**src/rtl/core/sha_pkg.sv**
```systemverilog
// SHA-256 engine package: round constants, initial hash, a rotate helper function,
// and the front-to-back command type. No dependencies.
`default_nettype none
package sha_pkg;
  localparam int unsigned MaxMsgBytes = 536870911;
  localparam logic [7:0] PadByte = 8'h80;

  typedef enum logic [1:0] {
    CMD_BLOCK = 2'd0,
    CMD_FINAL = 2'd1,
    CMD_LONG  = 2'd2
  } cmd_kind_t;

  typedef struct packed {
    cmd_kind_t     kind;
    logic [511:0]  block;
  } cmd_t;

  typedef enum logic [1:0] {
    BK_IDLE  = 2'd0,
    BK_ROUND = 2'd1,
    BK_ADD   = 2'd2,
    BK_OUT   = 2'd3
  } bk_state_t;

  localparam logic [31:0] InitHash [8] = '{
    32'h6a09e667, 32'hbb67ae85, 32'h3c6ef372, 32'ha54ff53a,
    32'h510e527f, 32'h9b05688c, 32'h1f83d9ab, 32'h5be0cd19
  };

  localparam logic [31:0] RoundK [64] = '{
    32'h428a2f98, 32'h71374491, 32'hb5c0fbcf, 32'he9b5dba5,
    32'h3956c25b, 32'h59f111f1, 32'h923f82a4, 32'hab1c5ed5,
    32'hd807aa98, 32'h12835b01, 32'h243185be, 32'h550c7dc3,
    32'h72be5d74, 32'h80deb1fe, 32'h9bdc06a7, 32'hc19bf174,
    32'he49b69c1, 32'hefbe4786, 32'h0fc19dc6, 32'h240ca1cc,
    32'h2de92c6f, 32'h4a7484aa, 32'h5cb0a9dc, 32'h76f988da,
    32'h983e5152, 32'ha831c66d, 32'hb00327c8, 32'hbf597fc7,
    32'hc6e00bf3, 32'hd5a79147, 32'h06ca6351, 32'h14292967,
    32'h27b70a85, 32'h2e1b2138, 32'h4d2c6dfc, 32'h53380d13,
    32'h650a7354, 32'h766a0abb, 32'h81c2c92e, 32'h92722c85,
    32'ha2bfe8a1, 32'ha81a664b, 32'hc24b8b70, 32'hc76c51a3,
    32'hd192e819, 32'hd6990624, 32'hf40e3585, 32'h106aa070,
    32'h19a4c116, 32'h1e376c08, 32'h2748774c, 32'h34b0bcb5,
    32'h391c0cb3, 32'h4ed8aa4a, 32'h5b9cca4f, 32'h682e6ff3,
    32'h748f82ee, 32'h78a5636f, 32'h84c87814, 32'h8cc70208,
    32'h90befffa, 32'ha4506ceb, 32'hbef9a3f7, 32'hc67178f2
  };

  function automatic logic [31:0] rotr(input logic [31:0] x, input int unsigned n);
    rotr = (x >> n) | (x << (32 - n));
  endfunction
endpackage
`default_nettype wire

```
**src/rtl/core/sha_queue.sv**
```systemverilog
// Two-entry command queue between front end and compression core.
// Depends on sha_pkg.
`default_nettype none
module sha_queue import sha_pkg::*; (
  input  wire logic clk,
  input  wire logic rst_n,
  input  wire logic wr_valid,
  output logic      wr_ready,
  input  cmd_t      wr_data,
  output logic      rd_valid,
  input  wire logic rd_ready,
  output cmd_t      rd_data
);
  cmd_t       mem_r [2];
  logic       wp_r, rp_r;
  logic [1:0] cnt_r;
  logic       do_wr, do_rd;

  assign wr_ready = cnt_r != 2'd2;
  assign rd_valid = cnt_r != 2'd0;
  assign rd_data  = mem_r[rp_r];
  assign do_wr    = wr_valid && wr_ready;
  assign do_rd    = rd_valid && rd_ready;

  always_ff @(posedge clk) begin
    if (do_wr) mem_r[wp_r] <= wr_data;
    if (!rst_n) begin
      wp_r <= 1'b0; rp_r <= 1'b0; cnt_r <= '0;
    end else begin
      if (do_wr) wp_r <= !wp_r;
      if (do_rd) rp_r <= !rp_r;
      cnt_r <= cnt_r + 2'(do_wr) - 2'(do_rd);
    end
  end
endmodule
`default_nettype wire

```
**config.mk**
```make
export PLATFORM = sky130hd
export DESIGN_NAME = sha_queue
export DESIGN_NICKNAME = d
export VERILOG_FILES = /design/src/rtl/core/sha_pkg.sv /design/src/rtl/core/sha_queue.sv
export SDC_FILE = /design/constraint.sdc
export NUM_CORES = 1
export LEC_CHECK = 0
export BUFFER_PORTS_ARGS = -buffer_cell sky130_fd_sc_hd__buf_2
export CAP_MARGIN = 30
export CORE_AREA = 4 4 398 400
export DETAILED_ROUTE_END_ITERATION = 12
export DIE_AREA = 0 0 402 404
export SYNTH_ARGS = -nofsm -noshare
export SYNTH_HDL_FRONTEND = slang
export SYNTH_SLANG_ARGS = --single-unit
```
**constraint.sdc**
```tcl
create_clock -name clk -period 28.2 [get_ports clk]
set_input_delay 7.05 -clock clk [delete_from_list [all_inputs] [get_ports clk]]
set_output_delay 7.05 -clock clk [all_outputs]
set_load 0.02 [all_outputs]
```
== Word level (Yosys, flattened, before mapping) ==
Memory sizes are Yosys's and may differ from the RTL's. A register that Yosys moved wholly into a read port is not among the register bits.
Index checks and enable logic that the tools add are counted.

* Bits in registers: 4
* RAM bits: 1028
* Input port bits: 518
* Output and inout bits: 516
* Logic and storage cells: 16
* Memories kept: 1

* Add/sub/neg operators: 2
* Equality and inequality tests: 1
* Muxes and demuxes: 4
* Reductions and logical operators: 5

{| class="wikitable"
|+ Memories
! name !! words !! width !! read ports !! clocked after Yosys merged registers in !! wr ports !! line !! source
|-
| mem_r || 2 || 514 || 1 || 1 || 1 || sha_queue.sv:14 || <nowiki>cmd_t mem_r [2];</nowiki>
|}

{| class="wikitable"
|+ Operators by type and width
! cell !! count
|-
| $mux W1 || 4
|-
| $add A2 B1 Y2 || 1
|-
| $logic_and A1 B1 Y1 || 2
|-
| $logic_not A1 Y1 || 2
|-
| $ne A2 B2 Y1 const B || 1
|-
| $reduce_bool A2 Y1 || 1
|-
| $sub A2 B1 Y2 || 1
|}

== Depth between registers and ports, before layout ==
* Depth in word-level cells: 4
* Gate-level depth with buffers: 6
* Mapped depth without buffers: 6

== Worst setup path after synthesis ==
No wires, ideal clock.

* Kind: input -> register
* From: in wr_valid
* To: mem mem_r[1][0] (netlist name), enable pin
* Setup time: 950 ps
* Data arrival time: 18745 ps
* Required time: 27250 ps
* Setup slack: 8505 ps
* Cell stages on the path: 1
* Path buffers: 0
* Cell sequence: and3_1

* Cells in the longest elaborated chain, start to end: 3

{| class="wikitable"
|+ RTL lines
! what !! line !! source
|-
| from (decl) || sha_queue.sv:7 || <nowiki>input wire logic wr_valid,</nowiki>
|-
| $logic_and A1 B1 Y1 || sha_queue.sv:22 || <nowiki>assign do_wr = wr_valid && wr_ready;</nowiki>
|-
| $mux W1 || sha_queue.sv:26 || <nowiki>if (do_wr) mem_r[wp_r] <= wr_data;</nowiki>
|-
| $mux W1 (not written as such) || sha_queue.sv:26 ||
|-
| to (decl) || sha_queue.sv:14 ||
|}

Every way passes these cells.

==> results.md <==
- The quantity of I/O buffers inserted on ports is 1033.
- The iteration-0 DRC count of the detailed router is 1018.
- In the routed layout, each cell is associated on average with a via count of 4.10.
- The cell area power density is 87.7 nW/um^2.
- The fraction of the core area covered by cells at the end of the flow is 31.2%.
- From left edge to right edge, the die measures 402 um.
- Routability-driven placement finished with a final weighted congestion of around 0.82.
- The library cell occupying the most area in the post-synthesis netlist is sky130_fd_sc_hd__edfxtp_1.
- The most common cell in the synthesized netlist is sky130_fd_sc_hd__edfxtp_1.
- The largest fanout on the critical path is 126.
- The commonest cells after synthesis are sky130_fd_sc_hd__edfxtp_1, sky130_fd_sc_hd__mux2_2, sky130_fd_sc_hd__buf_6.
- The area growth from synthesis to final layout is 29.1%.
- The number of setup buffers added after CTS is 0.
- The later-pin clock latency in the skew report is 0.70 ns.
- The final count of pins violating max slew is 0.
- Setup repair after global routing left no endpoint under its margin.
- The category of the worst setup path launch point is a register.
- The normalized max-slew margin is between 10% and 20%.
- The longest clock path from root to sink contains 3 buffers.
- The count of H-tree levels built during CTS is 3.
- The clock tree from TritonCTS is built.
- The number of hold buffers added after cts is 0.
- In this run the critical register-to-register path is captured at mem_r[0][468]$_DFFE_PP_.
- For the pin with the worst max-slew slack, the measured transition is 1.20 ns.
- The half-perimeter wire length after detailed placement is between 90000 and 100000 um.
- The data arrival time of the critical path is 4.94 ns.
- Post-CTS repair changed the size of 0 cells.
- The worst hold path begins at rp_r$_SDFFE_PN0P_.
- Setup slack closes at 16.21 ns.
- The reg-to-reg setup timing slack is ~24 ns.
- Of all flip-flops after synthesis, the portion carrying an async set or reset was 0%.
- The placeable core area is 155000 sq um.
- Sequential elements use 82.5% of the synthesized area.
- For this run, the leading register cell type out of synthesis is sky130_fd_sc_hd__edfxtp_1.
- The launch point of the worst reg-to-reg path is cnt_r[0]$_SDFF_PN0_.
- Synthesis produced a netlist with a net count of 2148.
- The root buffer cell chosen for the clock tree is sky130_fd_sc_hd__clkbuf_16.
- The worst hold path passes through 2 cells.
- STA classifies the critical path endpoint as an output port.
- The number of DRC violations after detailed routing is 0.
- Once layout is done, the placed cells without fillers occupy slightly below 50000 sq um.
- The clock network fraction of total power is 32.3%.
- In this run the biggest area consumer among cell types represents 82.3% of the synthesized area.
- The maximum number of pins on one net before global-route repair is around 160.
- The cell area reported after detailed placement is 44900 sq um.
- The via count of the first global-routing pass is 20736.
- The maximum clock rate is 83.4 MHz.
- Counting every instance in the synthesized netlist gives 1629.
- The average wire per standard cell is approximately 24 um.
- The worst slack after detailed placement is 16.34 ns.
- The synthesized design contains 1028 enable-type register cells.
- Counting cells, the worst reg-to-reg path comes to 9.
- In this run, the combinational gates consume roughly 23% of the power.
- The static power due to leakage is 17.5 nW.
- The worst setup path is of the register to output port kind.
- For this run, the detailed router's first-pass iteration total came to 5.
- The TritonCTS sink count is 1033.
- Cell internal power was estimated by the tool at 2.98 mW.
- The sequential group share of total power is 44.8%.
- The run finished with clean final reports.
- The die covers 162000 sq um.
- Summed over all nets, the switching power comes to 1.26 mW.
- Net switching is between 20% and 30% of the power.
- The vias after detailed routing is 20114.
- Counting I/O delays and the setup requirement, the final critical path takes 11.99 ns.
- The initial antenna violation count is between 100 and 150.
- The max capacitance violation total is 0.
- The total grt overflow is 0.
- The number of warnings printed during yosys synthesis is 0.
- Setup violations remaining at the end of the flow were counted as 0.
- The final critical path takes up 42.5% of the cycle.
- The synthesized area per cell is 23.0 sq um.
- The boundary pin count is between 1000 and 1500.
- The number of failing hold endpoints at the final stage is 0.
- Buffers inserted during clock tree synthesis total 108.
- The total of flip-flops plus latches after synthesis is 1033.
- The post-route netlist has between 60% and 70% of its cells at a drive strength greater than 1.
- The site row count is approximately 150.
- The global-route wire length before repair is 159000 um.
- The initial standard-cell utilization of the core is 24.2%.
- For the final database, setup skew stands at between 0.04 and 0.05 ns.
- The count of unique library cells instantiated by Yosys is 24.
- Summed over all layers, the routed wires come to about 120000 um.
- The maximum resistive drop on vdd is 0.0000668 V.
- After clock tree synthesis, the clock-pin slew on the worst setup and hold paths is 0.06 ns.
- The number of nets at the end of the flow is 3259.
- The global-route usage over all layers is 14.0%.
- At the worst endpoint, the required time is around 21 ns.
- The synthesized netlist occupies a cell area of 37500 sq um.
- By area the synthesized netlist is led by sky130_fd_sc_hd__edfxtp_1, sky130_fd_sc_hd__mux2_2, sky130_fd_sc_hd__buf_6.
- The height of the chip is 404 um.
- The total negative setup slack is 0 ns.
- The number of routed nets with antenna violations is 0.
- The kind of path behind the tightest hold check is register to register.
==> flip-flops by register name, summed over array words and instances, names as in the netlist, named ones only <==
name and count:
cnt_r 2, rp_r 1, wp_r 1, mem_r 1028
==> logic make-up (layout without fill, tap and decap cells) <==
family,after synthesis,after routing,share of synthesized area (%)
other,0,18,0
flip-flops,1033,1033,82.5
buffers and inverters,59,1261,1.65
multiplexers,514,514,15.4
XOR/XNOR,1,1,0.0233
adder cells (fa/ha/maj),1,1,0.0333
AND/OR/NAND/NOR,15,15,0.230
AO/OA/AOI/OAI,6,6,0.117
==> metal layers <==
layer  track usage, %  part of all wire (%)
met1             14.6                    35
met2             24.7                    51
met3             6.60                    11
met4             4.50                   3.5
met5                0                 0.049
==> placed cells by master (no fill, tap or decap), drive strengths merged, types with 2 or more instances in the layout <==
master | synthesis | final
buf | 57 | 1058
edfxtp | 1028 | 1028
mux2 | 514 | 514
clkbuf | 0 | 126
clkinv | 0 | 52
diode | 0 | 18
inv | 2 | 13
bufinv | 0 | 6
clkinvlp | 0 | 6
dfxtp | 5 | 5
nor2 | 4 | 4
o21ai | 2 | 2
and3 | 2 | 2
==> power by group through the flow <==
stage | Sequential (mW) | Clock (mW) | Combinational (mW)
after global routing | 1.91 | 1.49 | 1.04
after detailed placement | 1.94 | 0 | 0.984
final | 1.90 | 1.37 | 0.973
after floorplan | 2.00 | 0 | 0.644
after global placement | 1.93 | 0 | 0.984
after CTS | 1.91 | 1.42 | 0.989
==> worst max-delay path, stage by stage (launching register included) <==
cell and delay, ns:
sky130_fd_sc_hd__dfxtp_4 0.58, sky130_fd_sc_hd__buf_4 0.54, sky130_fd_sc_hd__buf_4 0.71, sky130_fd_sc_hd__buf_12 0.65, sky130_fd_sc_hd__buf_4 0.86, sky130_fd_sc_hd__mux2_2 0.43
sky130_fd_sc_hd__buf_2 0.16
==> final cells by class <==
cell class / instances / area, sq um
antenna: 18 / 45.0
clock buffer: 126 / 2770
clock inverter: 75 / 673
fill: 15330 / 107000
inverter: 2 / 15.0
multi-input combinational: 537 / 5940
sequential: 1033 / 31000
tap: 2058 / 2570
timing repair buffer: 1058 / 5460
==> per-stage QoR <==
step	cells	total power, mW	hold WS, ns
floorplan	1629	2.65	0.472
global placement	4684	2.92	0.495
detailed placement	4684	2.92	0.497
CTS	4885	4.32	0.509
global route	4900	4.44	0.539
finish	4907	4.25	0.506
==> worst max-delay path by stage <==
stage	endpoint	slack, ns	depth (start not counted)
6_report	rd_data[446]	16.21	6
4_1_cts	rd_data[446]	16.09	6
3_5_place_dp	mem_r[0][263]$_DFFE_PP_	16.34	7
2_1_floorplan	mem_r[1][0]$_DFFE_PP_	8.50	1
3_3_place_gp	mem_r[0][263]$_DFFE_PP_	16.43	7
5_1_grt	rd_data[446]	15.92	6
(Power assumes the default switching activity.)
