$ cat src/rtl/core/sha_pkg.sv
// SHA-256 engine package: round constants, initial hash, a rotate helper function,
// and the front-to-back command type. No dependencies.
`default_nettype none
package sha_pkg;
  localparam int unsigned MaxMsgBytes = 536870911;
  localparam logic [7:0] PadByte = 8'h80;

  typedef enum logic [1:0] {
    CMD_BLOCK = 2'd0,
    CMD_FINAL = 2'd1,
    CMD_LONG  = 2'd2
  } cmd_kind_t;

  typedef struct packed {
    cmd_kind_t     kind;
    logic [511:0]  block;
  } cmd_t;

  typedef enum logic [1:0] {
    BK_IDLE  = 2'd0,
    BK_ROUND = 2'd1,
    BK_ADD   = 2'd2,
    BK_OUT   = 2'd3
  } bk_state_t;

  localparam logic [31:0] InitHash [8] = '{
    32'h6a09e667, 32'hbb67ae85, 32'h3c6ef372, 32'ha54ff53a,
    32'h510e527f, 32'h9b05688c, 32'h1f83d9ab, 32'h5be0cd19
  };

  localparam logic [31:0] RoundK [64] = '{
    32'h428a2f98, 32'h71374491, 32'hb5c0fbcf, 32'he9b5dba5,
    32'h3956c25b, 32'h59f111f1, 32'h923f82a4, 32'hab1c5ed5,
    32'hd807aa98, 32'h12835b01, 32'h243185be, 32'h550c7dc3,
    32'h72be5d74, 32'h80deb1fe, 32'h9bdc06a7, 32'hc19bf174,
    32'he49b69c1, 32'hefbe4786, 32'h0fc19dc6, 32'h240ca1cc,
    32'h2de92c6f, 32'h4a7484aa, 32'h5cb0a9dc, 32'h76f988da,
    32'h983e5152, 32'ha831c66d, 32'hb00327c8, 32'hbf597fc7,
    32'hc6e00bf3, 32'hd5a79147, 32'h06ca6351, 32'h14292967,
    32'h27b70a85, 32'h2e1b2138, 32'h4d2c6dfc, 32'h53380d13,
    32'h650a7354, 32'h766a0abb, 32'h81c2c92e, 32'h92722c85,
    32'ha2bfe8a1, 32'ha81a664b, 32'hc24b8b70, 32'hc76c51a3,
    32'hd192e819, 32'hd6990624, 32'hf40e3585, 32'h106aa070,
    32'h19a4c116, 32'h1e376c08, 32'h2748774c, 32'h34b0bcb5,
    32'h391c0cb3, 32'h4ed8aa4a, 32'h5b9cca4f, 32'h682e6ff3,
    32'h748f82ee, 32'h78a5636f, 32'h84c87814, 32'h8cc70208,
    32'h90befffa, 32'ha4506ceb, 32'hbef9a3f7, 32'hc67178f2
  };

  function automatic logic [31:0] rotr(input logic [31:0] x, input int unsigned n);
    rotr = (x >> n) | (x << (32 - n));
  endfunction
endpackage
`default_nettype wire

$ cat src/rtl/core/sha_front.sv
// SHA-256 front end: packs message bytes into 512-bit blocks and builds
// padding blocks. Depends on sha_pkg.
`default_nettype none
module sha_front import sha_pkg::*; (
  input  wire logic       clk,
  input  wire logic       rst_n,
  input  wire logic       in_valid,
  output logic            in_ready,
  input  wire logic [7:0] in_byte,
  input  wire logic       in_bvalid,
  input  wire logic       in_last,
  output logic            cmd_valid,
  input  wire logic       cmd_ready,
  output cmd_t            cmd
);
  logic [511:0] blk_r, blk_nxt;
  logic [29:0]  cnt_r, cnt_nxt;
  logic         ovf_r, ovf_nxt;
  logic         pend_r, pend_nxt;
  logic         pend2_r, pend2_nxt;
  logic         cv_r, cv_nxt;
  cmd_t         cmd_r, cmd_nxt;
  logic [5:0]   pos;
  logic [9:0]   sh;

  assign in_ready  = !cv_r && !pend_r;
  assign cmd_valid = cv_r;
  assign cmd       = cmd_r;
  assign pos       = cnt_r[5:0];
  assign sh        = {4'd0, pos} << 3;

  always_comb begin
    logic [511:0] b;
    logic [5:0]   p;
    blk_nxt = blk_r; cnt_nxt = cnt_r; ovf_nxt = ovf_r;
    pend_nxt = pend_r; pend2_nxt = pend2_r;
    cv_nxt = cv_r; cmd_nxt = cmd_r;
    b = blk_r; p = pos;
    if (cv_r && cmd_ready) cv_nxt = 1'b0;
    if (pend_r && !cv_r) begin
      // emit final block with length, or second padding block
      b = pend2_r ? 512'd0 : blk_r;
      b[31:0] = {cnt_r[28:0], 3'd0};
      cmd_nxt.kind = CMD_FINAL; cmd_nxt.block = b;
      cv_nxt = 1'b1; pend_nxt = 1'b0; pend2_nxt = 1'b0;
      cnt_nxt = '0; ovf_nxt = 1'b0;
    end else if (in_valid && in_ready) begin
      if (in_bvalid && !ovf_r) begin
        if (cnt_r >= 30'(MaxMsgBytes)) ovf_nxt = 1'b1;
        else begin
          b = blk_r;
          b[511 - sh -: 8] = in_byte;
          if (pos == 6'd0) b[503:0] = '0;
          cnt_nxt = cnt_r + 30'd1;
          p = pos + 6'd1;
          if (p == 6'd0) begin
            cmd_nxt.kind = CMD_BLOCK; cmd_nxt.block = b; cv_nxt = 1'b1;
          end
        end
      end
      blk_nxt = b;
      if (in_last) begin
        if (ovf_nxt) begin
          cmd_nxt.kind = CMD_LONG; cmd_nxt.block = '0; cv_nxt = 1'b1;
          cnt_nxt = '0; ovf_nxt = 1'b0;
        end else begin
          if (p == 6'd0) b = '0;
          b[511 - ({4'd0, p} << 3) -: 8] = PadByte;
          for (int i = 0; i < 64; i++)
            if (6'(i) > p) b[511 - 8*i -: 8] = 8'd0;
          blk_nxt = b;
          pend_nxt = 1'b1;
          if (p >= 6'd56) begin
            // padding spills: queue this block, length goes in the next
            pend2_nxt = 1'b1;
            if (p != 6'd0 || cnt_nxt == cnt_r) begin
              cmd_nxt.kind = CMD_BLOCK; cmd_nxt.block = b; cv_nxt = 1'b1;
            end
          end
        end
      end
    end
  end

  always_ff @(posedge clk) begin
    blk_r <= blk_nxt; cmd_r <= cmd_nxt;
    if (!rst_n) begin
      cnt_r <= '0; ovf_r <= 1'b0; pend_r <= 1'b0; pend2_r <= 1'b0; cv_r <= 1'b0;
    end else begin
      cnt_r <= cnt_nxt; ovf_r <= ovf_nxt; pend_r <= pend_nxt;
      pend2_r <= pend2_nxt; cv_r <= cv_nxt;
    end
  end
endmodule
`default_nettype wire

$ cat config.mk
export PLATFORM = sky130hd
export DESIGN_NAME = sha_front
export DESIGN_NICKNAME = d
export VERILOG_FILES = /design/src/rtl/core/sha_pkg.sv /design/src/rtl/core/sha_front.sv
export SDC_FILE = /design/constraint.sdc
export NUM_CORES = 2
export LEC_CHECK = 0
export BUFFER_PORTS_ARGS = -buffer_cell sky130_fd_sc_hd__buf_4
export CAP_MARGIN = 25
export CORE_ASPECT_RATIO = 0.8
export CORE_MARGIN = 2
export CORE_UTILIZATION = 50
export DETAILED_ROUTE_END_ITERATION = 10
export PLACE_DENSITY = 0.67
export SETUP_SLACK_MARGIN = 0.2
export SYNTH_ARGS = -nofsm -noshare
export SYNTH_HDL_FRONTEND = slang
export SYNTH_SLANG_ARGS = --single-unit
$ cat constraint.sdc
create_clock -name clk -period 53.1 [get_ports clk]
set_clock_uncertainty 0.2 [all_clocks]
set_input_delay 2.655 -clock clk [delete_from_list [all_inputs] [get_ports clk]]
set_output_delay 2.655 -clock clk [all_outputs]
set_load 0.02 [all_outputs]
======== After elaboration in Yosys (flattened, before gate mapping) ========
Cells that the tools add are included.
word-level totals
  register bits ........................... 1060
  bits of input ports ..................... 14
  output and inout port bits .............. 516
  word-level logic and storage cells ...... 218
operators by class
  add/sub/neg operators ................... 6
  order comparisons ....................... 66
  equal/unequal tests ..................... 1
  shift-type cells ........................ 4
  mux-type cells .......................... 111
  bitwise logic cells ..................... 3
  reductions and logical operators ........ 18
operators with widths
  kind                                                                                   number
  512-bit 2-to-1 mux                                                                     12
  514-bit 2-to-1 mux                                                                     7
  8-bit by 34-bit variable shift with 519-bit output, first input constant               2
  512-bit bitwise mux                                                                    2
  8-bit by 34-bit indexed part select with 519-bit output                                1
  8-bit by 34-bit indexed part select with 519-bit output, first input constant          1
  8-bit 2-to-1 mux                                                                       64
  504-bit 2-to-1 mux                                                                     1
  6-bit > comparator, first input constant                                               32
  30-bit 2-to-1 mux                                                                      6
  5-bit by 6-bit > comparator with 1-bit output, first input constant                    16
  32-bit negator with 34-bit output                                                      2
  4-bit by 6-bit > comparator with 1-bit output, first input constant                    8
  30-bit by 1-bit adder with 30-bit output, second input constant                        1
  30-bit equality test                                                                   1
  30-bit by 29-bit greater-or-equal comparator with 1-bit output, second input constant  1
  3-bit by 6-bit > comparator with 1-bit output, first input constant                    4
  6-bit 2-to-1 mux                                                                       4
  9-bit by 9-bit subtractor with 10-bit output, first input constant                     2
  6-bit zero test                                                                        3
  1-bit 2-to-1 mux                                                                       15
  1-bit by 6-bit > comparator with 1-bit output, first input constant                    2
  2-bit by 6-bit > comparator with 1-bit output, first input constant                    2
  6-bit by 1-bit adder with 6-bit output, second input constant                          1
  11 further kinds                                                                       19

======== Longest topological paths before layout ========
  depth in word-level cells ............... 20
  mapped depth ............................ 14
  depth with buffers taken out ............ 9

======== Least setup slack after synthesis ========
Ideal clock, no wire load.
  path kind ............................... in2reg
  start ................................... in in_valid
  end ..................................... reg cmd_r, in the netlist cmd[100] (enable)
  library setup time ...................... 0.714 ns
  arrival ................................. 29.229 ns
  data required time ...................... 52.186 ns
  slack ................................... 22.957 ns
  stages .................................. 5
  buffers on the path ..................... 1
  cell sequence ........................... nand2_1 -> inv_1 -> clkbuf_1 -> nor2_1 -> inv_1
between the ends
  longest elaborated chain between the ends .. 2
ends and longest elaborated chain
  item                                 RTL line         source
  from (decl)                          sha_front.sv:7   input wire logic in_valid,
  1-bit logical AND                    sha_front.sv:47  end else if (in_valid && in_ready) begin
  2-bit nonzero test (no source line)  -
  to (signal assigned)                 sha_front.sv:86  blk_r <= blk_nxt; cmd_r <= cmd_nxt;
  to (decl)                            sha_front.sv:22  cmd_t cmd_r, cmd_nxt;
No other way between the ends.
A chain may end at the register's enable or synchronous reset.

======== Worst setup path after layout ========
  start ................................... in in_valid
  end ..................................... reg cmd_r, in the netlist cmd[138] (enable)
Same word-level chain as after synthesis.

==> run_results.csv <==
group,metric,value,unit
global_route,grt_pass1_wl,330000,µm
yosys,async_reset_ff_frac,0,
yosys,yosys_most_used_dff,"edfxtp_1",
finish,finalNonFillerCells,7093,
timing,fin_crit,8090,ps
finish,layout-drive-gt1-share,0.160,
finish,syn_to_final_growth,16.1,%
floorplanning,die_area,113000,µm²
worst_setup_path,critPathRequiredTime,53300,ps
clocking,cts_made_buffers,109,
timing,worst_pin_slew,1400,ps
worst_setup_path,start_kind,"input port",
floorplanning,chipHeight,301,µm
yosys,postSynthCellCount,5203,
clocking,hold_buffers,0,
yosys,postSynthAreaPerCell,10.6,µm²
clocking,cts_tree,"yes",
detailed_routing,final_antenna_net_count,0,
yosys,synth_edf_count,1021,
placed_design,place_inst,6874,
power_and_ir_drop,ir_drop,0.0244,mV
detailed_routing,avgViaCountPerCell,7.20,
worst_setup_path,cp.arrival,8280,ps
global_route,gr-total-overflow,0,
timing,whs,311,ps
global_route,grt_max_degree,207,
clocking,clk_path_buf_depth,3,
placed_design,hpwlAfterDp,157000,µm
detailed_routing,drt_wl_total,236000,µm
yosys,syn_nets,5224,
outcome,outcome,"finished, final reports clean",
clocking,clkSinkCount,1060,
detailed_routing,drc,0,
detailed_routing,initialDrtViolationCount,9327,
hold_path,hold_class,"reg2reg",
clocking,clock_latency,760,ps
worst_setup_path,end_kind,"flop",
timing,slew_violations,0,
clocking,clk_pin_slew,60,ps
global_route,grt_antenna_before_repair,7,
job,maxCapViolations,0,
floorplanning,start_util,0.506,
clocking,cts-resized-gates,0,
worst_setup_path,path_class,"in2reg",
finish,final_nets,5595,
clocking,cts_setup_buffers,0,
placed_design,routabilityCongestion,1.04,
detailed_routing,routed-via-count,51100,
global_route,grt_pass1_vias,46000,
floorplanning,pin_count,530,
floorplanning,fp.coreArea,109000,µm²
clocking,htreeDepth,3,
clocking,cts_root_buf,"clkbuf_16",
timing,rsz0062_at_grt,"no",
placed_design,port_buffers,529,
yosys,syn_area,55100,µm²
worst_setup_path,path_max_fanout,135,
floorplanning,rows,108,
detailed_routing,wl_per_cell,33.3,µm
floorplanning,die_w,375,µm
power_and_ir_drop,powerDensity,38.9,nW/µm²
detailed_routing,first_pass_iters,9,
timing,setup_viol_count_final,0,
yosys,ys_ff_latch,1060,
global_route,grtUsageTotal,0.401,
yosys,synth-seq-area-share,0.570,
power_and_ir_drop,power.leakage,22.4,nW
timing,hold_viol_final,0,
timing,fmax,0.124,GHz
timing,fin_setup_tns,0,ps
timing,period_share,0.152,
yosys,yosysUniqueCellTypes,92,
power_and_ir_drop,total_power,2.49,mW
yosys,yosys_warnings,0,
timing,relSlewSlack,0.0642,
==> cell type report <==
class	instances	area, µm²
clock buffers	144	2930
multi-input cells	3700	22000
diodes	2	5.00
repair buffers	672	5270
clock inverters	54	439
fillers	9271	44900
well taps	1430	1790
inverters	31	131
flip-flops and latches	1060	31400
==> sequential cells by signal, summed over array words and instances, names as in the netlist <==
name       count
blk_r        512
cmd          514
cmd_valid      1
cnt_r         30
ovf_r          1
pend2_r        1
pend_r         1
==> per-layer routing <==
metal	vias to the layer above	part of all wire	global-route usage
met2	4420	0.41	0.555
met4	8	0.059	0.202
met3	803	0.16	0.160
met5	-	0.00061	0
li1	21200	-	-
met1	24700	0.36	0.542
==> cell usage after synthesis (all sizes together), types with 13 or more instances <==
cell	n	share of area
buf	114	0.010
a31oi	13	0.0017
edfxtp	1021	0.56
nand4	20	0.0024
a21oi	478	0.044
or3	15	0.0017
a32oi	115	0.018
a22oi	396	0.054
o21ai	189	0.018
nor3	315	0.029
o2bb2ai	74	0.012
nor2	780	0.053
nand2b	20	0.0023
o22ai	50	0.0058
o221ai	58	0.0093
and2	38	0.0043
inv	30	0.0020
nor2b	19	0.0022
nand3	88	0.0081
mux2i	84	0.015
o31ai	30	0.0048
and3	20	0.0023
a22o	233	0.037
xor2	14	0.0022
nor4	39	0.0048
nand2	382	0.026
clkbuf	298	0.020
dfxtp	39	0.014
a221o	99	0.018
==> layout by cell type (no fill, tap or decap), types with 23 or more instances in the layout <==
cell / count
clkinv_1: 23
a22oi_1: 395
mux2i_1: 82
o31ai_1: 24
o22ai_1: 49
clkbuf_16: 110
o21ai_0: 145
edfxtp_1: 1021
nand2_1: 381
dfxtp_1: 37
o221ai_1: 57
a32oi_1: 115
buf_4: 642
a21oi_1: 470
nand3_1: 86
clkbuf_1: 29
nor2_1: 771
a221o_1: 99
o21ai_1: 38
inv_1: 28
and2_1: 32
nor4_1: 36
nor3_1: 310
a22o_1: 233
o2bb2ai_1: 74
==> kinds of logic after synthesis <==
group,Yosys count,share of synthesized area
AOI/OAI and AO/OA,1811,0.234
muxes,91,0.0168
xor gates and xnor gates,23,0.00365
buffers and inverters,443,0.0326
DFF,1060,0.570
adders and majority gates,7,0.00159
and+or+nand+nor,1768,0.141
==> worst paths after layout <==
path,slack [ps],end,cells past startpoint,from
max,45010,cmd[138],13,in_valid
min,310,cmd[513],2,cmd[513]
max reg2reg,46290,cmd[138],13,cmd_valid
min reg2reg,310,cmd[513],2,cmd[513]
==> stage by stage <==
step / cell area, µm² / utilization / setup WS [ps]
finish: 64000 / 0.588 / 45010
floorplan: 55100 / - / 22960
global route: 64000 / 0.588 / 44800
detailed placement: 60400 / 0.554 / 43470
global placement: 60200 / 0.553 / 43560
CTS: 63700 / 0.585 / 44250
==> worst max-delay path: stages <==
cell	delay [ps]
buf_4	100
nand2_1	50
buf_4	250
inv_8	730
nor2_1	320
inv_8	760
buf_4	900
buf_4	600
buf_12	330
buf_4	270
buf_16	350
buf_4	250
buf_16	340
==> power breakdown <==
group,leakage [nW],switching [mW],internal (mW)
logic,10.3,0.370,0.186
clock network,1.65,0.344,0.411
registers,10.5,0.101,1.08
total,22.4,0.815,1.68
Note: power is estimated with default switching activity, not from simulation.
