===== src/rtl/core/sha_pkg.sv =====
// SHA-256 engine package: round constants, initial hash, a rotate helper function,
// and the front-to-back command type. No dependencies.
`default_nettype none
package sha_pkg;
  localparam int unsigned MaxMsgBytes = 536870911;
  localparam logic [7:0] PadByte = 8'h80;

  typedef enum logic [1:0] {
    CMD_BLOCK = 2'd0,
    CMD_FINAL = 2'd1,
    CMD_LONG  = 2'd2
  } cmd_kind_t;

  typedef struct packed {
    cmd_kind_t     kind;
    logic [511:0]  block;
  } cmd_t;

  typedef enum logic [1:0] {
    BK_IDLE  = 2'd0,
    BK_ROUND = 2'd1,
    BK_ADD   = 2'd2,
    BK_OUT   = 2'd3
  } bk_state_t;

  localparam logic [31:0] InitHash [8] = '{
    32'h6a09e667, 32'hbb67ae85, 32'h3c6ef372, 32'ha54ff53a,
    32'h510e527f, 32'h9b05688c, 32'h1f83d9ab, 32'h5be0cd19
  };

  localparam logic [31:0] RoundK [64] = '{
    32'h428a2f98, 32'h71374491, 32'hb5c0fbcf, 32'he9b5dba5,
    32'h3956c25b, 32'h59f111f1, 32'h923f82a4, 32'hab1c5ed5,
    32'hd807aa98, 32'h12835b01, 32'h243185be, 32'h550c7dc3,
    32'h72be5d74, 32'h80deb1fe, 32'h9bdc06a7, 32'hc19bf174,
    32'he49b69c1, 32'hefbe4786, 32'h0fc19dc6, 32'h240ca1cc,
    32'h2de92c6f, 32'h4a7484aa, 32'h5cb0a9dc, 32'h76f988da,
    32'h983e5152, 32'ha831c66d, 32'hb00327c8, 32'hbf597fc7,
    32'hc6e00bf3, 32'hd5a79147, 32'h06ca6351, 32'h14292967,
    32'h27b70a85, 32'h2e1b2138, 32'h4d2c6dfc, 32'h53380d13,
    32'h650a7354, 32'h766a0abb, 32'h81c2c92e, 32'h92722c85,
    32'ha2bfe8a1, 32'ha81a664b, 32'hc24b8b70, 32'hc76c51a3,
    32'hd192e819, 32'hd6990624, 32'hf40e3585, 32'h106aa070,
    32'h19a4c116, 32'h1e376c08, 32'h2748774c, 32'h34b0bcb5,
    32'h391c0cb3, 32'h4ed8aa4a, 32'h5b9cca4f, 32'h682e6ff3,
    32'h748f82ee, 32'h78a5636f, 32'h84c87814, 32'h8cc70208,
    32'h90befffa, 32'ha4506ceb, 32'hbef9a3f7, 32'hc67178f2
  };

  function automatic logic [31:0] rotr(input logic [31:0] x, input int unsigned n);
    rotr = (x >> n) | (x << (32 - n));
  endfunction
endpackage
`default_nettype wire


===== src/rtl/core/sha_back.sv =====
// SHA-256 compression core: one round per cycle, chaining update and
// digest word output. Depends on sha_pkg.
`default_nettype none
module sha_back import sha_pkg::*; (
  input  wire logic        clk,
  input  wire logic        rst_n,
  input  wire logic        cmd_valid,
  output logic             cmd_ready,
  input  cmd_t             cmd,
  output logic             out_valid,
  input  wire logic        out_ready,
  output logic [31:0]      out_word,
  output logic [2:0]       out_index,
  output logic             out_last,
  output logic             out_long
);
  bk_state_t   st_r, st_nxt;
  logic [31:0] h_r [8];
  logic [31:0] v_r [8];
  logic [31:0] w_r [16];
  logic [5:0]  rnd_r;
  logic        fin_r, lng_r;
  logic [2:0]  idx_r;
  logic [31:0] s0, s1, t1, t2;

  assign cmd_ready = st_r == BK_IDLE;
  assign out_valid = st_r == BK_OUT;
  assign out_word  = lng_r ? 32'd0 : h_r[idx_r];
  assign out_index = idx_r;
  assign out_last  = lng_r || idx_r == 3'd7;
  assign out_long  = lng_r;

  always_comb begin
    s0 = rotr(w_r[1], 7) ^ rotr(w_r[1], 18) ^ (w_r[1] >> 3);
    s1 = rotr(w_r[14], 17) ^ rotr(w_r[14], 19) ^ (w_r[14] >> 10);
    t1 = v_r[7] + (rotr(v_r[4], 6) ^ rotr(v_r[4], 11) ^ rotr(v_r[4], 25))
       + ((v_r[4] & v_r[5]) ^ (~v_r[4] & v_r[6])) + RoundK[rnd_r] + w_r[0];
    t2 = (rotr(v_r[0], 2) ^ rotr(v_r[0], 13) ^ rotr(v_r[0], 22))
       + ((v_r[0] & v_r[1]) ^ (v_r[0] & v_r[2]) ^ (v_r[1] & v_r[2]));
  end

  always_comb begin
    st_nxt = st_r;
    case (st_r)
      BK_IDLE:  if (cmd_valid) st_nxt = cmd.kind == CMD_LONG ? BK_OUT : BK_ROUND;
      BK_ROUND: if (rnd_r == 6'd63) st_nxt = BK_ADD;
      BK_ADD:   st_nxt = fin_r ? BK_OUT : BK_IDLE;
      BK_OUT:   if (out_ready && out_last) st_nxt = BK_IDLE;
      default:  st_nxt = BK_IDLE;
    endcase
  end

  always_ff @(posedge clk) begin
    case (st_r)
      BK_IDLE: if (cmd_valid) begin
        for (int i = 0; i < 16; i++) w_r[i] <= cmd.block[511 - 32*i -: 32];
        for (int i = 0; i < 8; i++) v_r[i] <= h_r[i];
        fin_r <= cmd.kind == CMD_FINAL;
        lng_r <= cmd.kind == CMD_LONG;
      end
      BK_ROUND: begin
        // rolling window: w_r[0] is W[t]
        for (int i = 0; i < 15; i++) w_r[i] <= w_r[i+1];
        w_r[15] <= s1 + w_r[9] + s0 + w_r[0];
        for (int i = 1; i < 8; i++) if (i != 4) v_r[i] <= v_r[i-1];
        v_r[4] <= v_r[3] + t1;
        v_r[0] <= t1 + t2;
      end
      default: ;
    endcase
    if (!rst_n) begin
      st_r <= BK_IDLE; rnd_r <= '0; idx_r <= '0;
      for (int i = 0; i < 8; i++) h_r[i] <= InitHash[i];
    end else begin
      st_r <= st_nxt;
      if (st_r == BK_ROUND) rnd_r <= rnd_r + 6'd1;
      if (st_r == BK_ADD) for (int i = 0; i < 8; i++) h_r[i] <= h_r[i] + v_r[i];
      if (st_r == BK_OUT && out_ready) begin
        idx_r <= idx_r + 3'd1;
        if (out_last) begin
          idx_r <= '0;
          for (int i = 0; i < 8; i++) h_r[i] <= InitHash[i];
        end
      end
    end
  end
endmodule
`default_nettype wire

===== config.mk =====
export PLATFORM = sky130hd
export DESIGN_NAME = sha_back
export DESIGN_NICKNAME = d
export VERILOG_FILES = /design/src/rtl/core/sha_pkg.sv /design/src/rtl/core/sha_back.sv
export SDC_FILE = /design/constraint.sdc
export NUM_CORES = 2
export LEC_CHECK = 0
export BUFFER_PORTS_ARGS = -buffer_cell sky130_fd_sc_hd__buf_4
export CELL_PAD_IN_SITES_DETAIL_PLACEMENT = 0
export CELL_PAD_IN_SITES_GLOBAL_PLACEMENT = 1
export CORE_MARGIN = 2
export CORE_UTILIZATION = 43
export DETAILED_ROUTE_END_ITERATION = 6
export PLACE_DENSITY = 0.8
export SYNTH_ARGS = -nofsm -noshare
export SYNTH_HDL_FRONTEND = slang
export SYNTH_SLANG_ARGS = --single-unit

===== constraint.sdc =====
create_clock -name clk -period 20 [get_ports clk]
set_input_delay 1 -clock clk [delete_from_list [all_inputs] [get_ports clk]]
set_output_delay 1 -clock clk [all_outputs]
set_load 0.005 [all_outputs]

# --- Word-level counts from Yosys, hierarchy flattened ---
# Memories as Yosys holds them, arrays and structs flattened. A register that Yosys moved wholly into a read port is not among the register bits.
# Cells that the tools add are included.
totals:
  reg_bits: 13
  latchBits: 0
  mem_bits_rw: 1024
  rom_bits: 2048
  inputBits: 518
  n_memories: 4
memory_table:
  columns: ["memory", "words", "width", "read_ports", "rd_ports_with_merged_regs", "write_ports", "line_no", "text"]
  rows:
  - ["(no name shown)", 64, 32, 1, 0, 0, "sha_back.sv:37", "+ ((v_r[4] & v_r[5]) ^ (~v_r[4] & v_r[6])) + RoundK[rnd_r] + w_r[0];"]
  - ["w_r", 16, 32, 16, 0, 16, "sha_back.sv:20", "logic [31:0] w_r [16];"]
  - ["h_r", 8, 32, 9, 1, 8, "sha_back.sv:18", "logic [31:0] h_r [8];"]
  - ["v_r", 8, 32, 8, 0, 8, "sha_back.sv:19", "logic [31:0] v_r [8];"]
op_classes:
  add_sub_neg: 20
  mul: 0
  div: 0
  n_lt_le_gt_ge: 1
  eq_ne: 10
  shift: 0
  mux: 65
  n_bitwise: 68
  n_reduce_logical: 6
op_table:
  columns: ["cell", "count"]
  rows:
  - ["2-to-1 mux 32 bit", 43]
  - ["adder 32 bit", 18]
  - ["XOR 32 bit", 9]
  - ["bitwise AND 32 bit", 5]
  - ["bitwise OR 1 bit", 40]
  - ["inverter 32 bit", 1]
  - ["bitwise OR 10 x 32 -> 32 bit", 1]
  - ["bitwise OR 13 x 32 -> 32 bit", 1]
  - ["bitwise OR 14 x 32 -> 32 bit", 1]
  - ["bitwise OR 15 x 32 -> 32 bit", 1]
  - ["bitwise OR 19 x 32 -> 32 bit", 1]
  - ["bitwise OR 21 x 32 -> 32 bit", 1]
  - ["bitwise OR 25 x 32 -> 32 bit", 1]
  - ["bitwise OR 26 x 32 -> 32 bit", 1]
  - ["bitwise OR 30 x 32 -> 32 bit", 1]
  - ["bitwise OR 7 x 32 -> 32 bit", 1]
  - ["XOR 32 x 22 -> 32 bit", 1]
  - ["XOR 32 x 29 -> 32 bit", 1]
  - ["2-to-1 mux 1 bit", 13]
  - ["2-to-1 mux 2 bit", 5]
  - ["2-to-1 mux 3 bit", 3]
  - ["case mux 2 bit (4 select lines)", 1]
  - ["greater-or-equal comparator 7 bit, second input constant", 1]
  - ["inverter 6 -> 7 bit", 1]
  - ["13 further kinds", 18]

# --- Logic depth before layout (Yosys ltp) ---
# An unclocked memory read counts as a cell.
depth:
  word_depth: 10
  depth_mapped: 41

# --- Worst setup path before layout ---
# Ideal clock, no wire load.
synth_timing:
  kind: "input to register"
  from: "input cmd_valid"
  to: "memory v_r[0][0] (enable)"
  t_arrival_ps: 14088
  required_time_ps: 14685
  setup_slack_ps: 597
  stages: 4
  path_buffers: 2
  path_cell_list: "nand2_1 -> clkbuf_1 -> clkbuf_1 -> nand2_1"
synth_rtl:
  columns: ["element", "line_no", "text"]
  rows:
  - ["start: declaration", "sha_back.sv:7", "input wire logic cmd_valid,"]
  - ["end: declaration", "sha_back.sv:19", null]

==> summary.txt <==
Status: finished, final reports clean
Longest Clk Path Bufs: 3
Syn. warnings: 0
Hold Violations, Final: 0
Sequential fraction of the synthesis area: 41.9%
End of the worst hold path: w_r[1][188]
Setup repair after global routing missed its margin: false
Total number of vias: 59700
Worst setup skew after layout: 0.0387 ns
Crit path max-delay cell type: sky130_fd_sc_hd__ha_1
Initial antenna violation count: 15
Num CTS Buffers: 131
Min-Delay Path Class: input pin to register
Synthesis-to-layout area growth: 15.0%
Post-synthesis sequential element count: 1040
Flip-flop cell with the highest count after synthesis: sky130_fd_sc_hd__edfxtp_1
Total routed wirelength: 269 mm
Highest-utilization routing layer at the global route stage: met2
Cell variety after synth: 90
Clock tree from TritonCTS: built
Clock latency at the later pin of the worst-skew pair: 0.81 ns
Rel. slew slack: 21.4%
DRC marker count from the first detailed-route iteration: 5944
Final max-slew violation count: 0
IO Count: 557
Die X: 411 um
Global-route wire length before repair: 387 mm
Met1 global-route usage: 39.1%
Standard-cell row count: 149
Worst Setup Path Type: register to register
Worst Hold Margin: 0.450 ns
Critical Path End Type: register
Placeable core area: 165000 sq um
Share of post-route cells with drive strength above 1: 11.9%
Iteration count of the initial detailed-routing pass: 5
Sinks on the clock net: 1040
ANT nets after route: 0
Maximum number of pins on one net before global-route repair: 188
Critical path data arrival time: 10.80 ns
Vias in the first global route: 57800
Clock root cell: sky130_fd_sc_hd__clkbuf_16
Post-detailed-placement half-perimeter wirelength: 207 mm
Slew at the pin closest to its max-slew limit: 1.17 ns
Fillcell total: 15400
Number of cells upsized or downsized after cts: 0
Total setup buffers inserted after CTS: 0
Post-Syn Instances: 7805
Sequential Area: 29800 sq um
Post-synth EDFFs: 898
Die Outline Area: 169000 sq um
TNS Setup: 0 ns
Remaining global-route overflow: 0
Worst hold stages: 3
Met3 capacity usage during global routing: 5.82%
CP Launch Type: register
Global routing usage summed across all routing layers: 31.2%
Maximum capacitance violations: 0
Worst Path Max Fanout: 27
Number of cells traversed by the worst register-to-register path: 35
Starting utilization of the core area: 43.2%
Multi-input combinational cell area: 38800 sq um
Ratio of final minimum period to clock period: 51.3%
Number of H-tree branching levels: 4
# nets final: 9307
Worst reg2reg endpoint: v_r[0][31]
Synthesized area: 71100 sq um
Setup slack on the worst flop-to-flop path: 9.74 ns
Min-Delay Startpoint: cmd[92]
Startpoint of the worst register-to-register path: rnd_r[0]
Final Wtd Congestion: 0.983
Maximum clock frequency: 0.0975 GHz
Post-synthesis async set-or-reset flop share: 0%
Met2 demand-to-capacity share in global routing: 51.6%
DRC errors left: 0
Number of endpoints failing setup at the final stage: 0
Average wire per standard cell: 25.6 um
Required time reported for the critical path endpoint: 20.54 ns
Most numerous cell on the critical path: sky130_fd_sc_hd__fa_1
CP peak stage delay: 0.76 ns
CTS Hold Bufs: 0
PortBufs: 556
Syn_nets: 8913
Min Tclk post-route: 10.26 ns
Post-detailed-route via-to-cell ratio: 5.69
Post-Syn Area per Cell: 9.11 sq um
Clock input transition at the sequential cells of the worst setup and hold paths: 0.06 ns
Vertical die dimension: 411 um
per-layer routing:
metal	vias up	wire [um]	share of wire [%]
met5	-	115	0.043
met4	16	14600	5.4
met3	474	19900	7.4
met2	2499	128000	48
met1	29100	106000	39
li1	27600	-	-
worst max-delay path: cells and delay by family, from the launching register on:
family | cells | cell delay, ns
adders and majority gates | 8 | 3.81
and+or+nand+nor | 6 | 1.05
muxes | 1 | 0.27
DFF | 1 | 0.30
xor gates and xnor gates | 3 | 0.49
buffers and inverters | 5 | 0.77
AOI/OAI and AO/OA | 12 | 3.30
how the worst max path moves through the flow:
stage | from | to | slack [ns] | cells after the start
global route | rnd_r[1] | v_r[0][31] | 9.10 | 37
CTS | rnd_r[1] | v_r[0][31] | 9.79 | 37
global placement | rnd_r[0] | v_r[0][31] | 9.78 | 37
finish | rnd_r[0] | v_r[0][31] | 9.74 | 35
detailed placement | rnd_r[0] | v_r[0][31] | 9.85 | 35
floorplan | cmd_valid | v_r[0][0] | 0.60 | 4
flip-flops by register name, summed over array words and instances, names as in the netlist, named ones only:
| register | count |
|---|---|
| w_r | 512 |
| out_long | 1 |
| st_r | 2 |
| fin_r | 1 |
| rnd_r | 6 |
| h_r | 256 |
| v_r | 256 |
| out_index | 3 |
per-stage QoR:
step	util (%)	instances	worst slack (ns)	area, sq um
floorplan	-	7805	0.597	71100
global placement	47.0	10300	9.78	77400
detailed placement	47.0	10300	9.85	77400
CTS	49.7	10500	9.79	81800
global route	49.7	10500	9.10	81800
finish	49.7	10500	9.74	81800
cell type report:
type                            instances  share of cell area [%]
Antenna cell                            5                  0.0153
Clock buffer                          162                    4.30
Clock inverter                         71                    1.06
Inverter                              324                    1.50
Multi-Input combinational cell       6059                    47.4
Sequential cell                      1040                    36.5
Tap cell                             2189                    3.35
Timing Repair Buffer                  643                    5.95
cells in the mapped netlist (75+ instances only):
master                        n  area, sq um
sky130_fd_sc_hd__fa_1       195         3900
sky130_fd_sc_hd__o21ai_0    367         1840
sky130_fd_sc_hd__dfxtp_1    142         2840
sky130_fd_sc_hd__inv_1      320         1200
sky130_fd_sc_hd__xnor2_1    381         3340
sky130_fd_sc_hd__nand2_1   2506         9410
sky130_fd_sc_hd__clkbuf_1   338         1270
sky130_fd_sc_hd__ha_1       395         4940
sky130_fd_sc_hd__xor2_1     177         1550
sky130_fd_sc_hd__nor3_1      75          375
sky130_fd_sc_hd__nor2_1     341         1280
sky130_fd_sc_hd__a21oi_1    406         2030
sky130_fd_sc_hd__edfxtp_1   898        27000
sky130_fd_sc_hd__nand3_1     94          470
sky130_fd_sc_hd__a21o_1     168         1260
logic make-up after synthesis:
group / after synthesis / share of synthesized area [%]
and+or+nand+nor: 3331 / 19.1
AOI/OAI and AO/OA: 1427 / 12.5
DFF: 1040 / 41.9
buffers and inverters: 706 / 3.73
adders and majority gates: 594 / 12.5
xor gates and xnor gates: 558 / 6.87
muxes: 149 / 3.41
placed cells by master (no fill, tap or decap), drive strengths merged, types with 13 or more instances in the layout:
cell type / netlist / routed
a211oi: 58 / 58
a21boi: 13 / 13
a21o: 168 / 168
a21oi: 407 / 407
a31oi: 50 / 50
and2: 20 / 20
and3: 37 / 37
buf: 44 / 643
bufinv: 0 / 14
clkbuf: 338 / 162
clkinv: 1 / 50
dfxtp: 142 / 142
edfxtp: 898 / 898
fa: 195 / 195
ha: 395 / 395
inv: 323 / 329
mux2: 24 / 24
mux2i: 53 / 53
mux4: 72 / 72
nand2: 2506 / 2506
nand2b: 71 / 71
nand3: 94 / 94
nand4: 26 / 26
nor2: 341 / 341
nor2b: 56 / 56
nor3: 75 / 75
nor3b: 15 / 15
o211ai: 72 / 72
o21a: 59 / 59
o21ai: 395 / 395
o21bai: 42 / 42
o31a: 13 / 13
o31ai: 27 / 27
or2: 17 / 17
or3: 26 / 26
xnor2: 381 / 381
xor2: 177 / 177
Power is not shown: default switching activity piles up to over one toggle a cycle in this logic, so the estimate is an artifact.
